File: config.mk
export PLATFORM = sky130hd
export DESIGN_NAME = usage_count_table_lru_decay_core
export DESIGN_NICKNAME = d
export VERILOG_FILES = /design/src/uct_pkg.sv /design/src/uct_table.sv /design/src/uct_mul.sv /design/src/usage_count_table_lru_decay_core.sv
export SDC_FILE = /design/constraint.sdc
export NUM_CORES = 2
export LEC_CHECK = 0
export BUFFER_PORTS_ARGS = -buffer_cell sky130_fd_sc_hd__buf_2
export CAP_MARGIN = 20
export CORE_ASPECT_RATIO = 0.5
export CORE_MARGIN = 4
export CORE_UTILIZATION = 25
export CTS_CLUSTER_SIZE = 20
export DETAILED_ROUTE_END_ITERATION = 16
export PLACE_DENSITY = 0.48
export SYNTH_ARGS = -nofsm -noshare
export SYNTH_HDL_FRONTEND = slang
export SYNTH_HIERARCHICAL = 1
export SYNTH_SLANG_ARGS = --single-unit
export TNS_END_PERCENT = 1
File: constraint.sdc
create_clock -name i_clk -period 15.7 [get_ports i_clk]
set_input_delay 1.57 -clock i_clk [delete_from_list [all_inputs] [get_ports i_clk]]
set_output_delay 1.57 -clock i_clk [all_outputs]
set_load 0.02 [all_outputs]
File: src/uct_pkg.sv
// Shared types and constants for the usage count table core.
// Used by uct_table, uct_mul and the top level.
package uct_pkg;

    localparam int ENTRIES = 16;
    localparam int IDX_W   = $clog2(ENTRIES);
    localparam int ID_W    = 32;
    localparam int CNT_W   = 16;
    localparam int TURN_W  = 32;
    localparam int STEP_W  = 8;
    localparam int PEN_W   = 24;
    localparam int MUL_W   = 19;
    localparam int PROD_W  = 2 * MUL_W;

    localparam logic [PEN_W-1:0]  BASE_PCT   = PEN_W'(100);
    localparam logic [STEP_W-1:0] STEP_RESET = STEP_W'(40);
    localparam logic [TURN_W-1:0] DECAY_DIV  = TURN_W'(20);
    localparam logic [CNT_W-1:0]  COUNT_MAX  = {CNT_W{1'b1}};

    // x / 5 == (x * DIV5_M) >> DIV5_SH, exact for every x below 2**19
    localparam logic [MUL_W-1:0]  DIV5_M  = MUL_W'(419431);
    localparam int                DIV5_SH = 21;

    typedef enum logic [1:0] {
        CMD_RECORD = 2'd0,
        CMD_QUERY  = 2'd1,
        CMD_DECAY  = 2'd2
    } t_cmd;

    typedef struct packed {
        logic [ID_W-1:0]   id;
        logic [CNT_W-1:0]  count;
        logic [TURN_W-1:0] turn;
    } t_entry;

    typedef struct packed {
        logic                 en;
        logic [IDX_W-1:0]     addr;
        t_entry               data;
    } t_wr;

endpackage

File: src/uct_table.sv
// Entry store: identifier, use count and last turn for every slot.
// Flop array, one read address and one write port. Depends on uct_pkg.
module uct_table (
    input  logic                     i_clk,
    input  logic                     i_rst_n,
    input  logic [uct_pkg::IDX_W-1:0] i_rd_addr,
    input  uct_pkg::t_wr             i_wr,
    output uct_pkg::t_entry          o_rd
);
    import uct_pkg::*;

    t_entry r_mem [ENTRIES];

    always_ff @(posedge i_clk) begin
        if (!i_rst_n) begin
            for (int i = 0; i < ENTRIES; i++) begin
                r_mem[i] <= '0;
            end
        end else if (i_wr.en) begin
            r_mem[i_wr.addr] <= i_wr.data;
        end
    end

    assign o_rd = r_mem[i_rd_addr];

endmodule

File: src/uct_mul.sv
// Shared unsigned multiplier with registered product.
// Serves both the penalty product and the divide-by-five step. Depends on uct_pkg.
module uct_mul (
    input  logic                        i_clk,
    input  logic [uct_pkg::MUL_W-1:0]   i_a,
    input  logic [uct_pkg::MUL_W-1:0]   i_b,
    output logic [uct_pkg::PROD_W-1:0]  o_p
);
    import uct_pkg::*;

    logic [PROD_W-1:0] r_p;

    always_ff @(posedge i_clk) begin
        r_p <= PROD_W'(i_a) * PROD_W'(i_b);
    end

    assign o_p = r_p;

endmodule

File: src/usage_count_table_lru_decay_core.sv
// Top level: sequencer, output register and config register of the usage count table.
// Instantiates uct_table and uct_mul; depends on uct_pkg.
//
//  port group   dir  payload (low bit first)              when taken
//  s_axis_*     in   tdata: key_id, turn;    tuser: cmd   tvalid & tready
//  m_axis_*     out  tdata: penalty_pct;     tuser: hit   tvalid & tready
//  i_cfg_*      in   wdata: penalty_step_pct              i_cfg_we high
//
// One word at a time: tready is high only while the sequencer is idle.
// Slots are scanned one per cycle; a decay also passes through ST_DMUL for each slot
// that needs the divide-by-20 product.
// A finished result waits in the output register; the next word is taken meanwhile.
// Synchronous active-low reset clears the table and the step register to 40.
module usage_count_table_lru_decay_core (
    input  logic        i_clk,
    input  logic        i_rst_n,
    input  logic        s_axis_tvalid,
    output logic        s_axis_tready,
    input  logic [63:0] s_axis_tdata,   // [31:0] key_id, [63:32] turn
    input  logic [1:0]  s_axis_tuser,   // [1:0] command
    output logic        m_axis_tvalid,
    input  logic        m_axis_tready,
    output logic [23:0] m_axis_tdata,   // [23:0] penalty_pct
    output logic        m_axis_tuser,   // [0] hit
    input  logic        i_cfg_we,
    input  logic [7:0]  i_cfg_wdata     // [7:0] penalty_step_pct
);
    import uct_pkg::*;

    typedef enum logic [6:0] {
        ST_IDLE  = 7'b0000001,
        ST_SCAN  = 7'b0000010,
        ST_PEN   = 7'b0000100,
        ST_REC   = 7'b0001000,
        ST_DSCAN = 7'b0010000,
        ST_DMUL  = 7'b0100000,
        ST_DONE  = 7'b1000000
    } t_state;

    t_state             r_state, n_state;
    t_cmd               r_cmd, n_cmd;
    logic [ID_W-1:0]    r_id, n_id;
    logic [TURN_W-1:0]  r_turn, n_turn;
    logic [IDX_W-1:0]   r_idx, n_idx;
    logic               r_zfound, n_zfound;
    logic [IDX_W-1:0]   r_zidx, n_zidx;
    logic [IDX_W-1:0]   r_oidx, n_oidx;
    logic [TURN_W-1:0]  r_oturn, n_oturn;
    logic               r_hit, n_hit;
    logic [PEN_W-1:0]   r_pen, n_pen;
    logic               r_ovalid, n_ovalid;
    logic [PEN_W-1:0]   r_open, n_open;
    logic               r_ohit, n_ohit;
    logic [STEP_W-1:0]  r_step;

    t_entry             rd;
    t_wr                wr;
    logic [MUL_W-1:0]   mul_a, mul_b;
    logic [PROD_W-1:0]  prod;

    logic               last, is_match, is_zero, is_older;
    logic [TURN_W-1:0]  age;
    logic [20:0]        thr;
    logic [CNT_W-1:0]   base_cnt;
    logic [CNT_W-1:0]   drop;
    logic               accept;

    uct_table u_table (
        .i_clk     (i_clk),
        .i_rst_n   (i_rst_n),
        .i_rd_addr (r_idx),
        .i_wr      (wr),
        .o_rd      (rd)
    );

    uct_mul u_mul (
        .i_clk (i_clk),
        .i_a   (mul_a),
        .i_b   (mul_b),
        .o_p   (prod)
    );

    assign s_axis_tready = (r_state == ST_IDLE);
    assign accept        = s_axis_tvalid && s_axis_tready;
    assign m_axis_tvalid = r_ovalid;
    assign m_axis_tdata  = r_open;
    assign m_axis_tuser  = r_ohit;

    assign last     = (r_idx == IDX_W'(ENTRIES - 1));
    assign is_match = (rd.id == r_id);
    assign is_zero  = (rd.count == '0);
    assign is_older = (r_idx == '0) || (rd.turn < r_oturn);
    assign age      = (r_turn > rd.turn) ? (r_turn - rd.turn) : '0;
    // 20 * count, no wider than 21 bits
    assign thr      = {1'b0, rd.count, 4'b0000} + {3'b000, rd.count, 2'b00};
    assign base_cnt = r_hit ? rd.count : '0;
    assign drop     = prod[DIV5_SH +: CNT_W];

    always_comb begin
        n_state  = r_state;
        n_cmd    = r_cmd;
        n_id     = r_id;
        n_turn   = r_turn;
        n_idx    = r_idx;
        n_zfound = r_zfound;
        n_zidx   = r_zidx;
        n_oidx   = r_oidx;
        n_oturn  = r_oturn;
        n_hit    = r_hit;
        n_pen    = r_pen;
        n_ovalid = r_ovalid && !m_axis_tready;
        n_open   = r_open;
        n_ohit   = r_ohit;
        mul_a    = {{(MUL_W - CNT_W){1'b0}}, rd.count};
        mul_b    = {{(MUL_W - STEP_W){1'b0}}, r_step};
        wr       = '0;
        wr.addr  = r_idx;

        case (r_state)
            ST_IDLE: begin
                if (accept) begin
                    n_cmd    = t_cmd'(s_axis_tuser);
                    n_id     = s_axis_tdata[31:0];
                    n_turn   = s_axis_tdata[63:32];
                    n_idx    = '0;
                    n_zfound = 1'b0;
                    n_hit    = 1'b0;
                    n_pen    = '0;
                    case (t_cmd'(s_axis_tuser))
                        CMD_RECORD, CMD_QUERY: n_state = ST_SCAN;
                        CMD_DECAY:             n_state = ST_DSCAN;
                        default:               n_state = ST_DONE;
                    endcase
                end
            end

            ST_SCAN: begin
                if (is_zero && !r_zfound) begin
                    n_zfound = 1'b1;
                    n_zidx   = r_idx;
                end
                if (is_older) begin
                    n_oidx  = r_idx;
                    n_oturn = rd.turn;
                end
                if (is_match) begin
                    // first match wins; slot stays at r_idx
                    n_hit   = 1'b1;
                    n_state = (r_cmd == CMD_QUERY) ? ST_PEN : ST_REC;
                end else if (last) begin
                    if (r_cmd == CMD_QUERY) begin
                        n_pen   = BASE_PCT;
                        n_state = ST_DONE;
                    end else begin
                        if (r_zfound)      n_idx = r_zidx;
                        else if (is_zero)  n_idx = r_idx;
                        else if (is_older) n_idx = r_idx;
                        else               n_idx = r_oidx;
                        n_state = ST_REC;
                    end
                end else begin
                    n_idx = r_idx + IDX_W'(1);
                end
            end

            ST_PEN: begin
                n_pen   = prod[PEN_W-1:0] + BASE_PCT;
                n_state = ST_DONE;
            end

            ST_REC: begin
                wr.en         = 1'b1;
                wr.data.id    = r_id;
                wr.data.count = (base_cnt == COUNT_MAX) ? COUNT_MAX : base_cnt + CNT_W'(1);
                wr.data.turn  = r_turn;
                n_state       = ST_DONE;
            end

            ST_DSCAN: begin
                if (is_zero || age < DECAY_DIV) begin
                    if (last) n_state = ST_DONE;
                    else      n_idx   = r_idx + IDX_W'(1);
                end else if (age >= TURN_W'(thr)) begin
                    wr.en         = 1'b1;
                    wr.data.id    = rd.id;
                    wr.data.count = '0;
                    wr.data.turn  = r_turn;
                    if (last) n_state = ST_DONE;
                    else      n_idx   = r_idx + IDX_W'(1);
                end else begin
                    // age < 2**21 here; age/20 = (age/4)/5
                    mul_a   = age[20:2];
                    mul_b   = DIV5_M;
                    n_state = ST_DMUL;
                end
            end

            ST_DMUL: begin
                wr.en         = 1'b1;
                wr.data.id    = rd.id;
                wr.data.count = rd.count - drop;
                wr.data.turn  = r_turn;
                if (last) begin
                    n_state = ST_DONE;
                end else begin
                    n_idx   = r_idx + IDX_W'(1);
                    n_state = ST_DSCAN;
                end
            end

            ST_DONE: begin
                if (!r_ovalid || m_axis_tready) begin
                    n_ovalid = 1'b1;
                    n_open   = r_pen;
                    n_ohit   = r_hit;
                    n_state  = ST_IDLE;
                end
            end

            default: n_state = ST_IDLE;
        endcase
    end

    always_ff @(posedge i_clk) begin
        if (!i_rst_n) begin
            r_state  <= ST_IDLE;
            r_ovalid <= 1'b0;
            r_step   <= STEP_RESET;
        end else begin
            r_state  <= n_state;
            r_ovalid <= n_ovalid;
            if (i_cfg_we) begin
                r_step <= i_cfg_wdata;
            end
        end
    end

    always_ff @(posedge i_clk) begin
        r_cmd    <= n_cmd;
        r_id     <= n_id;
        r_turn   <= n_turn;
        r_idx    <= n_idx;
        r_zfound <= n_zfound;
        r_zidx   <= n_zidx;
        r_oidx   <= n_oidx;
        r_oturn  <= n_oturn;
        r_hit    <= n_hit;
        r_pen    <= n_pen;
        r_open   <= n_open;
        r_ohit   <= n_ohit;
    end

endmodule

Word-level counts from Yosys, hierarchy flattened
Memory sizes are Yosys's and may differ from the RTL's. A register that Yosys moved wholly into a read port is not among the register bits.
Index checks and enable logic that the tools add are counted.
- register bits after elaboration: 214
- RAM bits: 1280
- input bits: 79
- output and inout bits: 27
- word-level logic and storage cells: 138
- memories kept: 1
- memories (memory ; words ; bits a word ; rd ports ; clocked after memory_dff ; wr ports ; line ; RTL):
    u_table.r_mem ; 16 ; 80 ; 1 ; 1 ; 16 ; uct_table.sv:12 ; t_entry r_mem [ENTRIES];
- add/subtract/negate cells: 6
- multiply operators: 1
- order comparisons: 4
- eq/ne operators: 24
- muxes and demuxes: 58
- reductions and logical operators: 28
- operators by type and width (operator ; number):
    $mux 80 ; 3
    $pmux 80 s3 ; 1
    $mux 19 ; 6
    $mux 24 ; 4
    $reduce_or 80->1 ; 1
    $pmux 24 s3 ; 1
    $mux 7 ; 9
    $mux 4 ; 13
    $pmux 7 s6 ; 1
    $mul 19x19->37 ; 1
    $eq 32x32->1 ; 1
    $ge 32x21->1 ; 1
    $gt 32x32->1 ; 1
    $lt 32x32->1 ; 1
    $lt 32x5->1 const B ; 1
    $mux 16 ; 2
    $mux 32 ; 1
    $sub 32x32->32 ; 1
    $add 24x7->24 const B ; 1
    $add 20x18->21 ; 1
    $add 16x1->16 const B ; 1
    $eq 16x16->1 const B ; 1
    $logic_not 16->1 ; 1
    $pmux 4 s4 ; 1
    32 further kinds ; 66

Logic depth before layout (Yosys ltp)
- word-level depth: 11
- depth in mapped cells: 52
- depth with buffers taken out: 44

By module
Netlist, hierarchy kept.
- by module, submodules not included (module ; times used ; cells an instance ; area each (sq um) ; seq. area each (sq um)):
    uct_table ; 1 ; 3480 ; 57013.4 ; 38436.9
    usage_count_table_lru_decay_core ; 1 ; 1346 ; 13132.6 ; 5154.9
    uct_mul ; 1 ; 1469 ; 13116.3 ; 760.7

Worst setup path before layout
OpenSTA, ideal clock, no wires.
- kind: register -> register
- start: register r_idx[0]
- end: memory u_table/r_mem[1][0] (netlist bit) (enable)
- setup time: 0.629 ns
- data arrival time: 12.254 ns
- data required time: 15.071 ns
- path slack: 2.817 ns
- stages on the path, launching flop included: 33
- buffers on the path: 7
- period minus slack after synthesis: 12.883 ns
- cell sequence: edfxtp_1 buf_2 buf_2 buf_2 mux4_2 a22oi_1 nand2_1 inv_1 ha_1 buf_2 a21oi_1 o211a_1 a2bb2oi_2 o31ai_2 nand2_1 a21o_1 clkbuf_1 clkbuf_1 nor2_1 ha_1 a21o_1 a21o_1 a21oi_1 o211a_1 a21oi_1 o311ai_0 a21oi_1 o21ba_2 o2111ai_2 nand2_1 buf_2 nand4bb_4 o21ai_0
- RTL lines (item ; line ; RTL):
    from (decl) ; usage_count_table_lru_decay_core.sv:44 ; logic [IDX_W-1:0] r_idx, n_idx;
    from (signal assigned) ; usage_count_table_lru_decay_core.sv:242 ; r_idx <= n_idx;
    to (decl) ; uct_table.sv:12 ;

==> summary.txt <==
Synth
  – Yosys warnings: 6
  – Mapped Cells: 6,277
  – Synthesized area: 0.0831 mm^2
  – Synth Area per Inst: 13.2 um^2

Worst setup path
  – Worst-path fanout max: ~60
  – Crit Path Category: reg -> reg
  – R2R Path End: u_mul/o_p[36]$_DFF_P_
  – CP Launch Type: flip-flop
  – Data arrival, critical path: 15.08 ns
  – Crit-path max cell delay: 0.99 ns
  – CP endpoint kind: flip-flop
  – R2R depth: 40
  – Slowest CP cell: nor2b_4
  – FF-to-FF Start: r_idx[3]$_DFFE_PP_
  – CP required: around 16 ns
  – R2r setup slk: roughly 1.3 ns
  – Most common cell type on the critical path: fa_1

Placed design
  – IO Port Bufs: 105
  – Worst slack, placed: 1.47 ns
  – Routability Congestion: approximately 0.83
  – Post-DP HPWL: 160 mm

Layout
  – Most common cell after layout, fill and taps aside: and2_1
  – Layout cell share with drive strength beyond 1: 0.137
  – Final net count: 6,890
  – Commonest cells after routing, fill and taps aside: and2_1, edfxtp_1, inv_1
  – FILL cells: 33,667
  – Area grow syn2layout: 12.9%

Routing
  – Drt drc: 0
  – Drt pass-1 iters: 6
  – Post-Route WL: roughly 270 mm
  – DR iter-0 viols: between 4,000 and 5,000
  – Vias: 50,617
  – Via/cell ratio: 4.66
  – DR WL/cell: around 25 um
  – Detail Route Antenna Nets: 0

Die
  – Core box area: 0.330 mm^2
  – Row count: 149
  – Die width: approximately 820 um
  – Die area: 0.342 mm^2
  – Starting Density: 0.252
  – I/O pins: 106
  – Die height: 416 um

STA
  – Final setup viols: 0
  – RSZ-0062 raised after global routing: false
  – Period utilisation layout: 0.917
  – Worst Skew: 0.107 ns
  – F_max: 0.0694 GHz
  – TNS Setup: 0 ns
  – Final hold violation count: 0
  – Worst slew pin tran: 1.12 ns
  – Min Tclk post-route: 14.40 ns
  – Rel. slew slack: 0.248
  – Setup ws final: about 1.3 ns
  – Pins Over Slew Limit: 0

CTS
  – Clk buf depth: 4
  – Worst skew pair latency: 0.87 ns
  – Post-CTS Setup Bufs: 0
  – CTS Root Cell: clkbuf_16
  – CTS tree: yes
  – Number of hold buffers added after CTS: 0
  – CTS Buf Count: roughly 170
  – Clk pin slew, worst setup/hold paths: 0.06 ns
  – CTS resizes: 0
  – CTS H-tree lvls: 4
  – # clock sinks: about 1,500

Global routing
  – GRT Total Usage: 0.155
  – First-pass GRT wire length: 391 mm
  – Initial antenna violation count: 34
  – Largest net degree at the start of global routing: 82
  – Grt ovf: 0
  – Vias in the first global route: 52,554
  – GR Util met3: 0.0158
  – Met2 usage: 0.266
  – GRT busiest layer: met2
  – Grt met1 use: 0.211

Worst hold path
  – Hold path startpoint: r_pen[16]$_DFFE_PP_
  – Hold path endpoint: m_axis_tdata[16]$_DFFE_PP_
  – Hold Crit Depth: 0
  – Hold Crit Class: reg -> reg

Job
  – Max_cap viols: 0

Outcome
  – Status: complete, no violations

Power
  – Worst VDD drop: 0.000255 V
  – Total Power: 0.0147 W
  – PwrDens: 156 mW/mm^2
  – Static leakage: 35.8 nW
==> worst max-delay path by stage <==
stage | from | cells after the start | end | slack, ns
6_report | r_idx[3]$_DFFE_PP_ | 40 | u_mul/o_p[36]$_DFF_P_ | 1.30
5_1_grt | r_idx[3]$_DFFE_PP_ | 41 | u_mul/o_p[34]$_DFF_P_ | 0.35
4_1_cts | r_idx[3]$_DFFE_PP_ | 40 | u_mul/o_p[36]$_DFF_P_ | 1.41
3_5_place_dp | r_idx[3]$_DFFE_PP_ | 40 | u_mul/o_p[36]$_DFF_P_ | 1.47
3_3_place_gp | r_idx[3]$_DFFE_PP_ | 39 | u_mul/o_p[36]$_DFF_P_ | 1.50
2_1_floorplan | r_idx[0]$_DFFE_PP_ | 32 | u_table/r_mem[1][0]$_SDFFCE_PN0P_ | 2.82
==> flip-flops by register name (all words and copies together), names as in the netlist <==
signal,cells
m_axis_tuser,1
m_axis_tvalid,1
r_step,8
r_idx,4
r_cmd,2
u_mul/o_p,37
r_state,7
r_zfound,1
r_hit,1
r_oturn,32
r_id,32
m_axis_tdata,24
r_zidx,4
u_table/r_mem,1280
r_turn,32
r_oidx,4
r_pen,24
==> critical path, delay by kind of cell (launching register included) <==
kind,cells,cell delay (ns)
flops,1,0.81
buf+inv,6,1.58
simple gates,7,2.65
fa+ha+maj,9,4.34
compound gates,18,4.77
==> layer usage <==
layer,wire [um],up-vias
li1,-,22166
met1,119000,26683
met2,132000,1442
met3,13300,326
met4,7490,0
met5,0,-
==> power breakdown <==
part | internal, W | switching (W) | total (W) | leakage (nW)
logic | 0.00227 | 0.00395 | 0.00622 | 18.2
clock network | 0.00207 | 0.00164 | 0.00371 | 2.39
registers | 0.00462 | 0.000125 | 0.00474 | 15.2
total | 0.00896 | 0.00571 | 0.0147 | 35.8
==> per-stage QoR <==
step	instances	hold slack, ns	utilization	instance area, um^2
floorplan	6299	0.400	-	83200
global placement	10562	0.403	0.269	88800
detailed placement	10564	0.405	0.269	88900
CTS	10845	0.419	0.284	93800
global route	10851	0.420	0.284	93800
finish	10858	0.415	0.284	93900
==> layout make-up <==
cell class              count  area, um^2  share of cell area
clock buffers             216        4420              0.0470
inverters                 477        1790              0.0191
diodes                      9        22.5            0.000240
well taps                4454        5570              0.0594
flip-flops and latches   1494       44300               0.472
repair buffers            236        1790              0.0191
clock inverters            65         497             0.00529
multi-input cells        3907       35400               0.378
Note: power is estimated with default switching activity, not from simulation.
